`src/hw/rtl/lsbbp_pkg.sv`:
```
// Shared types and constants of the LSB-first bit packer.
`default_nettype none

package lsbbp_pkg;

	localparam int CODE_W            = 16;
	localparam int LEN_W             = 5;
	localparam int PEND_W            = 7;
	localparam int PCNT_W            = 3;
	localparam int ACC_W             = 24;
	localparam int NBYTES_W          = 2;
	localparam int MAX_CODE_BITS_DEF = 16;
	localparam int QUEUE_DEPTH       = 4;

	// one packed job: gathered bits and how many bytes leave from them
	typedef struct packed {
		logic [ACC_W-1:0]    acc;
		logic [NBYTES_W-1:0] nbytes;
		logic                last;
	} job_t;

	typedef struct packed {
		logic full;
		logic empty;
	} q_status_t;

endpackage

`default_nettype wire

```
`src/hw/rtl/lsb_first_bit_packer_unit.sv`:
```
// Top level of the LSB-first variable-length bit packer.
//
//  channel  | dir | fields (tdata / tuser / tlast)
//  ---------+-----+---------------------------------------------------------
//  s_axis   | in  | tdata: code_value[15:0], code_length[20:16]; tuser: flush
//  m_axis   | out | tdata: out_byte[7:0]; tlast: end_of_stream
//
// Each input transfer is taken while the job queue has room; its bytes (zero
// to three) then leave one per cycle from the output register while m_tready
// is high, so the byte-wide output port sets the sustained rate. Reset clears
// the pending bits, queue pointers and output valid. A stall on the output fills
// the queue, after which s_tready drops; items that produce no byte still need a
// free queue slot to be taken.
`default_nettype none

module lsb_first_bit_packer_unit
	import lsbbp_pkg::*;
#(
	parameter int MAX_CODE_BITS = MAX_CODE_BITS_DEF
) (
	input  wire logic        clk,
	input  wire logic        arst_n,
	input  wire logic        s_tvalid,
	output logic             s_tready,
	input  wire logic [23:0] s_tdata,   // code_value[15:0], code_length[20:16], zero pad
	input  wire logic        s_tuser,   // flush_request
	output logic             m_tvalid,
	input  wire logic        m_tready,
	output logic [7:0]       m_tdata,   // out_byte[7:0]
	output logic             m_tlast    // end_of_stream
);

	job_t      job;
	job_t      head;
	q_status_t qstat;
	logic      push;
	logic      pop;
	logic      unused_pad;

	// pad bits of the input word carry nothing
	assign unused_pad = ^s_tdata[23:21];

	lsbbp_front #(
		.MAX_CODE_BITS(MAX_CODE_BITS)
	) u_front (
		.clk          (clk),
		.arst_n       (arst_n),
		.in_valid     (s_tvalid),
		.code_value   (s_tdata[15:0]),
		.code_length  (s_tdata[20:16]),
		.flush_request(s_tuser),
		.in_ready     (s_tready),
		.qstat        (qstat),
		.push         (push),
		.job          (job)
	);

	// hold byte jobs so the front keeps accepting while the output stalls
	lsbbp_queue u_queue (
		.clk     (clk),
		.arst_n  (arst_n),
		.push    (push),
		.push_job(job),
		.pop     (pop),
		.head    (head),
		.qstat   (qstat)
	);

	// advance through each job one byte per output transfer
	lsbbp_back u_back (
		.clk      (clk),
		.arst_n   (arst_n),
		.head     (head),
		.qstat    (qstat),
		.pop      (pop),
		.out_valid(m_tvalid),
		.out_ready(m_tready),
		.out_byte (m_tdata),
		.out_last (m_tlast)
	);

endmodule

`default_nettype wire

```
`src/hw/rtl/lsbbp_front.sv`:
```
// Front end: accept codes, merge with pending bits, build byte jobs.
`default_nettype none

module lsbbp_front
	import lsbbp_pkg::*;
#(
	parameter int MAX_CODE_BITS = MAX_CODE_BITS_DEF
) (
	input  wire logic              clk,
	input  wire logic              arst_n,
	input  wire logic              in_valid,
	input  wire logic [CODE_W-1:0] code_value,
	input  wire logic [LEN_W-1:0]  code_length,
	input  wire logic              flush_request,
	output logic                   in_ready,
	input  wire q_status_t         qstat,
	output logic                   push,
	output job_t                   job
);

	localparam int CapBits = (MAX_CODE_BITS < CODE_W) ? MAX_CODE_BITS : CODE_W;
	localparam logic [LEN_W-1:0] CAP_LEN = LEN_W'(CapBits);

	logic [PEND_W-1:0]   pending_q;
	logic [PCNT_W-1:0]   pcount_q;
	logic [LEN_W-1:0]    len;
	logic [CODE_W-1:0]   code;
	logic [ACC_W-1:0]    acc;
	logic [LEN_W-1:0]    count;
	logic [NBYTES_W-1:0] nfull;
	logic                rem_nz;
	logic [NBYTES_W-1:0] nbytes;
	logic [PEND_W-1:0]   pending_d;
	logic                accept;

	always_comb begin
		len    = (code_length > CAP_LEN) ? CAP_LEN : code_length;
		code   = code_value & ~({CODE_W{1'b1}} << len);
		acc    = {{(ACC_W-PEND_W){1'b0}}, pending_q}
		       | ({{(ACC_W-CODE_W){1'b0}}, code} << pcount_q);
		count  = {{(LEN_W-PCNT_W){1'b0}}, pcount_q} + len;
		nfull  = count[LEN_W-1:3];
		rem_nz = |count[2:0];
		if (!flush_request) begin
			nbytes = nfull;
		end else if (rem_nz) begin
			nbytes = nfull + 2'd1;
		end else if (nfull == 2'd0) begin
			nbytes = 2'd1;
		end else begin
			nbytes = nfull;
		end
		// leftover bits start right after the last full byte
		case (nfull)
			2'd0:    pending_d = acc[6:0];
			2'd1:    pending_d = acc[14:8];
			2'd2:    pending_d = acc[22:16];
			default: pending_d = '0;
		endcase
	end

	assign in_ready   = !qstat.full;
	assign accept     = in_valid && in_ready;
	assign push       = accept && (nbytes != '0);
	assign job.acc    = acc;
	assign job.nbytes = nbytes;
	assign job.last   = flush_request;

	always_ff @(posedge clk or negedge arst_n) begin
		if (!arst_n) begin
			pending_q <= '0;
			pcount_q  <= '0;
		end else if (accept) begin
			pending_q <= flush_request ? '0 : pending_d;
			pcount_q  <= flush_request ? '0 : count[PCNT_W-1:0];
		end
	end

endmodule

`default_nettype wire

```
`src/hw/rtl/lsbbp_queue.sv`:
```
// Short job queue between front and back ends.
`default_nettype none

module lsbbp_queue
	import lsbbp_pkg::*;
(
	input  wire logic clk,
	input  wire logic arst_n,
	input  wire logic push,
	input  wire job_t push_job,
	input  wire logic pop,
	output job_t      head,
	output q_status_t qstat
);

	localparam int PtrW = (QUEUE_DEPTH > 1) ? $clog2(QUEUE_DEPTH) : 1;
	localparam int CntW = $clog2(QUEUE_DEPTH + 1);
	localparam logic [CntW-1:0] DEPTH_C = CntW'(QUEUE_DEPTH);
	localparam logic [PtrW-1:0] LAST_PTR = PtrW'(QUEUE_DEPTH - 1);

	job_t            slot_q [QUEUE_DEPTH];
	logic [PtrW-1:0] wptr_q;
	logic [PtrW-1:0] rptr_q;
	logic [CntW-1:0] cnt_q;

	assign head        = slot_q[rptr_q];
	assign qstat.full  = (cnt_q == DEPTH_C);
	assign qstat.empty = (cnt_q == '0);

	always_ff @(posedge clk) begin
		if (push) begin
			slot_q[wptr_q] <= push_job;
		end
	end

	always_ff @(posedge clk or negedge arst_n) begin
		if (!arst_n) begin
			wptr_q <= '0;
			rptr_q <= '0;
			cnt_q  <= '0;
		end else begin
			if (push) begin
				wptr_q <= (wptr_q == LAST_PTR) ? '0 : wptr_q + 1'b1;
			end
			if (pop) begin
				rptr_q <= (rptr_q == LAST_PTR) ? '0 : rptr_q + 1'b1;
			end
			if (push && !pop) begin
				cnt_q <= cnt_q + 1'b1;
			end else if (pop && !push) begin
				cnt_q <= cnt_q - 1'b1;
			end
		end
	end

	a_no_push_full: assert property (@(posedge clk) disable iff (!arst_n)
		push |-> !qstat.full) else $error("push into full job queue");
	a_no_pop_empty: assert property (@(posedge clk) disable iff (!arst_n)
		pop |-> !qstat.empty) else $error("pop from empty job queue");
	a_cnt_bound: assert property (@(posedge clk) disable iff (!arst_n)
		cnt_q <= DEPTH_C) else $error("job queue count overrun");

endmodule

`default_nettype wire

```
`src/hw/rtl/lsbbp_back.sv`:
```
// Back end: send the bytes of each job through the output register.
`default_nettype none

module lsbbp_back
	import lsbbp_pkg::*;
(
	input  wire logic      clk,
	input  wire logic      arst_n,
	input  wire job_t      head,
	input  wire q_status_t qstat,
	output logic           pop,
	output logic           out_valid,
	input  wire logic      out_ready,
	output logic [7:0]     out_byte,
	output logic           out_last
);

	logic [NBYTES_W-1:0] idx_q;
	logic                valid_q;
	logic [7:0]          byte_q;
	logic                last_q;
	logic                load;
	logic                last_byte;
	logic [7:0]          sel_byte;

	always_comb begin
		case (idx_q)
			2'd0:    sel_byte = head.acc[7:0];
			2'd1:    sel_byte = head.acc[15:8];
			2'd2:    sel_byte = head.acc[23:16];
			default: sel_byte = '0;
		endcase
	end

	assign load      = (!valid_q || out_ready) && !qstat.empty;
	assign last_byte = (idx_q == head.nbytes - 2'd1);
	assign pop       = load && last_byte;
	assign out_valid = valid_q;
	assign out_byte  = byte_q;
	assign out_last  = last_q;

	always_ff @(posedge clk) begin
		if (load) begin
			byte_q <= sel_byte;
			last_q <= head.last && last_byte;
		end
	end

	always_ff @(posedge clk or negedge arst_n) begin
		if (!arst_n) begin
			valid_q <= 1'b0;
			idx_q   <= '0;
		end else begin
			if (load) begin
				valid_q <= 1'b1;
				idx_q   <= last_byte ? '0 : idx_q + 2'd1;
			end else if (out_ready) begin
				valid_q <= 1'b0;
			end
		end
	end

	a_mid_job_held: assert property (@(posedge clk) disable iff (!arst_n)
		(idx_q != '0) |-> !qstat.empty) else $error("job left queue mid-way");

endmodule

`default_nettype wire
```
`config.mk`:
```
export PLATFORM = sky130hd
export DESIGN_NAME = lsb_first_bit_packer_unit
export DESIGN_NICKNAME = d
export VERILOG_FILES = /design/src/hw/rtl/lsbbp_pkg.sv /design/src/hw/rtl/lsb_first_bit_packer_unit.sv /design/src/hw/rtl/lsbbp_front.sv /design/src/hw/rtl/lsbbp_queue.sv /design/src/hw/rtl/lsbbp_back.sv
export SDC_FILE = /design/constraint.sdc
export NUM_CORES = 1
export LEC_CHECK = 0
export BUFFER_PORTS_ARGS = -buffer_cell sky130_fd_sc_hd__buf_2
export CORE_UTILIZATION = 60
export CTS_BUF_LIST = sky130_fd_sc_hd__clkbuf_8 sky130_fd_sc_hd__clkbuf_16
export DETAILED_ROUTE_END_ITERATION = 12
export GPL_TIMING_DRIVEN = 0
export HOLD_SLACK_MARGIN = 0.03
export PLACE_DENSITY_LB_ADDON = 0.12
export SYNTH_ARGS = -nofsm -noshare
export SYNTH_HDL_FRONTEND = slang
export SYNTH_SLANG_ARGS = --single-unit
```
`constraint.sdc`:
```
create_clock -name clk -period 3.6 [get_ports clk]
set_input_delay 0 -clock clk [delete_from_list [all_inputs] [get_ports clk]]
set_output_delay 0 -clock clk [all_outputs]
set_load 0.05 [all_outputs]
```
# == After elaboration in Yosys (flattened, before gate mapping) ==
# Memories as Yosys holds them, arrays and structs flattened.
# Index checks and enable logic that the tools add are counted.
# Widths: inputs -> output; s select.
# totals
n_memories,1
elab_cells,69
reg_bits,29
input_bits,29
latchBits,0
ram_bits,108
romBits,0
out_inout_bits,11
# memory_table
name,words,word_bits,read_ports,rd_clocked_by_memory_dff,wr,line_no,rtl
u_queue.slot_q,4,27,1,0,1,lsbbp_queue.sv:21,job_t slot_q [QUEUE_DEPTH];
# op_classes
bitwise_logic,3
reduce_logical,20
eq_ne,8
n_div,0
magnitude_cmp,1
shift,2
multipliers,0
muxes,17
add_sub_neg,8
# op_table
operator,n
$or 7x24->24,1
$pmux 8 s3,1
$shl 16x3->24,1
$pmux 7 s3,1
$and 16x16->16,1
$not 16->16,1
$shl 16x5->16 const A,1
$mux 2,6
$mux 3,3
$add 2x1->2 const B,4
$eq 2x2->1 const B,4
$logic_and 1x1->1,7
$mux 7,1
$reduce_bool 2->1,3
$add 3x5->5,1
$gt 5x5->1 const B,1
$logic_not 1->1,5
$mux 5,1
$eq 2x1->1 const B,2
$logic_not 2->1,2
$mux 1,4
$add 3x1->3 const B,1
$eq 3x3->1 const B,1
$logic_not 3->1,1
5 further kinds,5

# == Depth between registers and ports, before layout ==
# logic_depth
ltp_word,13
depth_mapped,17
mapped_depth_nobuf,16

# == Hierarchy ==
# From an unflattened synthesis, not the netlist that was laid out.
# hier_totals
hier_cells,519
area_unflattened_um2,7164.4
# modules_own_cells
module,area_each_um2,instances,cells_each
lsbbp_queue,4320.4,1,178
lsbbp_front,2168.3,1,283
lsbbp_back,675.6,1,58

# == Worst setup path after synthesis ==
# Ideal clock, no wire load.
# synth_path
path_type,register to register
from,register u_front.pcount_q[0]
to,register u_queue.cnt_q[1]
n_path_buf,0
t_arrival_ps,2966
slack_ps,509
stages_incl_launch_ff,14
required_ps,3475
period_less_slack_ps,3091
cell_sequence,dfrtp_1 -> ha_1 -> fa_1 -> a21oi_1 -> o21ai_0 -> inv_1 -> ha_1 -> o21ai_0 -> a32oi_1 -> a31oi_4 -> ha_1 -> inv_1 -> fa_1 -> mux2_2
# synth_via
elab_chain_len,10
elab_cells_between_ends,14
cone_classes,add/sub: 2; mux: 4; reduce/logical: 8
# synth_rtl
element,line_no,rtl
start: declaration,lsbbp_front.sv:25,logic [PCNT_W-1:0] pcount_q;
start signal: assignment,lsbbp_front.sv:75,pcount_q <= flush_request ? '0 : count[PCNT_W-1:0];
$add 3x5->5 *,lsbbp_front.sv:41,"count = {{(LEN_W-PCNT_W){1'b0}}, pcount_q} + len;"
branches (longest 3 deep; another with $add 2x1->2),n/a,
$mux 2 *,lsbbp_front.sv:44,if (!flush_request) begin
$reduce_bool 2->1 *,lsbbp_front.sv:64,assign push = accept && (nbytes != '0);
$logic_and 1x1->1 *,lsbbp_front.sv:64,
via push,lsb_first_bit_packer_unit.sv:36,logic push;
$logic_not 1->1,lsbbp_queue.sv:50,end else if (pop && !push) begin
$logic_and 1x1->1,lsbbp_queue.sv:50,
$reduce_bool 2->1 (no line),n/a,
end signal: assignment,lsbbp_queue.sv:49,cnt_q <= cnt_q + 1'b1;
end signal: assignment,lsbbp_queue.sv:51,cnt_q <= cnt_q - 1'b1;
end: declaration,lsbbp_queue.sv:24,logic [CntW-1:0] cnt_q;
# Mark *: on every way through the listed nets, which the timed path passes.
# A chain may end at the register's enable or synchronous reset.

# == Worst setup path after layout ==
# Same ends and word-level chain as after synthesis.

==> flow_summary.ini <==
[clock_tree]
clock_latency_ns = 0.53
post-cts-setup-buffers = 0
cts_buffers = 17
cts_sinks = 133
htree_levels = 4
clockRootBuffer = clkbuf_8
clk_pin_slew_ns = 0.06
cts_tree = yes
clk_path_buf_depth = 2

[placed_design]
place.gp.congestion = 0.898
place_area_um2 = 7050
place_inst = 666
io_buffers = 33
pre_cts_slack_ns = -0.430
hpwl_um = 10500

[power]
netSwitchingFraction_pct = 35.5
seqPwrFrac_pct = 35.5
p_leak_nw = 2.92
power.net_switching_mw = 2.42
clockPowerShare_pct = 26.5
p_int_mw = 4.41
power_mw = 6.83
comb_power_share_pct = 38.0
peakVddDrop_mv = 0.598
power_density_nw_per_um2 = 883

[logic_synthesis]
synth_top_family_by_area = multiplexers
yosys.area_share.xor_xnor_pct = 0.895
yosys_register_bits = 133
synth-seq-area-share_pct = 58.0
synthCells = 493
yosys.area_share.simple_pct = 8.71
async_reset_ff_share_pct = 15.0
synth.distinct_cells = 70
syn-cell-area_um2 = 6710
synthMuxAreaShare_pct = 13.1
synth_edf_count = 113
synth_fa_ha_area_share_pct = 3.77
synth_area_leaders = edfxtp_1 51%, mux4_2 9.1%, dfrtp_1 7.5%, ha_1 3.2%, nand2_1 2.4%
ys.flop_type = edfxtp_1
yosysTopAreaCellShare_pct = 50.6
yosysWarnings = 0
synth-compound-area-share_pct = 11.7
synth_nets = 541
synth_area_leader_cell = edfxtp_1
post_synth.cell_area_avg_um2 = 13.6

[detailed_routing]
wl_per_cell_um = 21.7
vias = 4453
dr.pass1.iters = 5
drtIter0Drc = 354
avgViaCountPerCell = 6.33
ant_nets = 0
drc = 0
wl_um = 15300

[setup_path]
worstReg2RegEnd = u_queue.cnt_q[1]
cp_max_fo = 7
worstSetupPathType = reg -> reg
endpoint = u_queue.cnt_q[1]
crit_path_start_kind = flip-flop
r2r_setup_slack_ns = 0.21
ff2ff_path_depth = 13
cp_data_required_time_ns = 4.02
worstSetupEndpointType = flip-flop
worst_ep_arrival_time_ns = 3.81
r2r-start = u_front.pcount_q[0]
startpoint = u_front.pcount_q[0]

[finish]
ff_latch_area_um2 = 3890
final_cell_area_um2 = 7740
layout.nets = 598
diodes = 0
fill_cells = 767
final_common_cell = edfxtp_1
post-route-util_pct = 71.1
layout-drive-gt1-share_pct = 23.4
finalNonFillerCells = 703
area_growth_pct = 15.3
multi_input_area_um2 = 2570
final_cell_mix = 113 x edfxtp_1, 43 x nand2_1, 41 x buf_2

[run]
maxCapViolCount = 0

[global_routing]
globalRouteTotalUtil_pct = 28.9
grt_start_max_net_pins = 27
grt_antenna_before_repair = 0
overflow = 0
grt_pass1_vias = 4354
grt_pass1_wl_um = 24000

[status]
status = finished, final reports clean

[sta]
finalCriticalPeriod_ns = 3.39
finalSetupViolations = 0
slew_headroom_pct = 31.0
hold_violations = 0
worst_pin_slew_ns = 1.03
final-max-slew-violation-count = 0
worst_slack_ns = 0.209
rsz0062_at_grt = yes
tns_ns = 0
max_freq_mhz = 295
fin_crit_sh_pct = 94.2
hold_slack_ns = 0.0830
fin_skew_ns = 0.00984

[die]
die_h_um = 108
die_x_um = 108
initial_utilization_pct = 61.6
die_area_um2 = 11600
core.rowCount = 38
core_area_um2 = 10900
io_pins = 40

[worst_hold_path]
hp-class = in -> reg
==> worst max-delay path, cell delays in order (launching register included) <==
cell	delay, ns
dfrtp_1	0.39
ha_1	0.25
fa_1	0.41
a21oi_1	0.17
o21ai_2	0.10
inv_1	0.09
ha_1	0.25
o21ai_0	0.13
a32oi_1	0.34
a31oi_4	0.17
ha_1	0.26
inv_1	0.07
fa_1	0.40
mux2_2	0.26
==> power groups by stage <==
stage | logic (mW) | registers, mW | clock network (mW)
detailed placement | 2.58 | 2.46 | 0
floorplan | 1.71 | 2.61 | 0
global placement | 2.51 | 2.44 | 0
CTS | 2.61 | 2.43 | 1.82
global route | 2.82 | 2.47 | 1.89
finish | 2.60 | 2.43 | 1.81
==> synthesized netlist by cell type (all sizes together), types with 5 or more instances <==
master	n
dfrtp	20
nand3	8
inv	18
nand2	43
and2	9
mux4	27
nor2	30
nor2b	6
a31oi	5
clkbuf	12
a22oi	12
buf	20
ha	17
edfxtp	113
a21oi	19
mux2	11
nor3	7
mux2i	14
a221o	5
o21ai	22
==> flip-flops by register name, indices dropped and copies added (netlist names) <==
signal             cells
u_queue.cnt_q          3
u_queue.slot_q       104
u_queue.rptr_q         2
u_back.idx_q           2
u_front.pcount_q       3
u_back.out_valid       1
u_back.out_last        1
u_front.pending_q      7
u_queue.wptr_q         2
u_back.out_byte        8
==> kinds of logic after synthesis <==
logic type               Yosys count
AND/OR/NAND/NOR                  123
multiplexers                      52
buffers and inverters             52
XOR/XNOR                           6
adder cells (fa/ha/maj)           19
flip-flops                       133
AO/OA/AOI/OAI                    108
==> worst min path at each step <==
stage,startpoint,end,slack (ns),cells after the start
global route,s_tvalid,u_front.pending_q[4],0.1,5
finish,s_tvalid,u_front.pending_q[4],0.08,5
floorplan,arst_n,u_back.idx_q[0],-0.30,0
detailed placement,arst_n,u_back.idx_q[1],0.001,1
global placement,arst_n,u_back.idx_q[1],-0.003,1
CTS,s_tvalid,u_front.pending_q[4],0.06,5
==> metal layers <==
metal  part of all wire (%)  vias to the layer above  global-route usage [%]  routed length (um)
li1                       -                     2016                       -                   -
met1                     41                     2189                    38.7                6300
met2                     49                      219                    46.7                7520
met3                    7.4                       29                    5.99                1120
met4                    2.0                        0                    10.6                 303
met5                      0                        -                       0                   0
==> final cells by class <==
type                       count  share of cell area [%]
clock inverter                13                    2.35
clock buffer                  19                    5.71
buffer                        32                    2.41
timing repair buffer          38                    2.78
sequential                   133                    50.3
inverter                      20                   0.970
tap                          140                    2.26
multi-input combinational    308                    33.2
==> repair_timing <==
item / 4_1_cts / 5_1_grt
endpoints found under the hold margin: 32 / 0
endpoints found under the setup margin: 104 / 106
pin swaps: 0 / 0
hold buffers: 5 / 0
resized for setup: 4 / 2
Power figures use the tool's default switching activity.
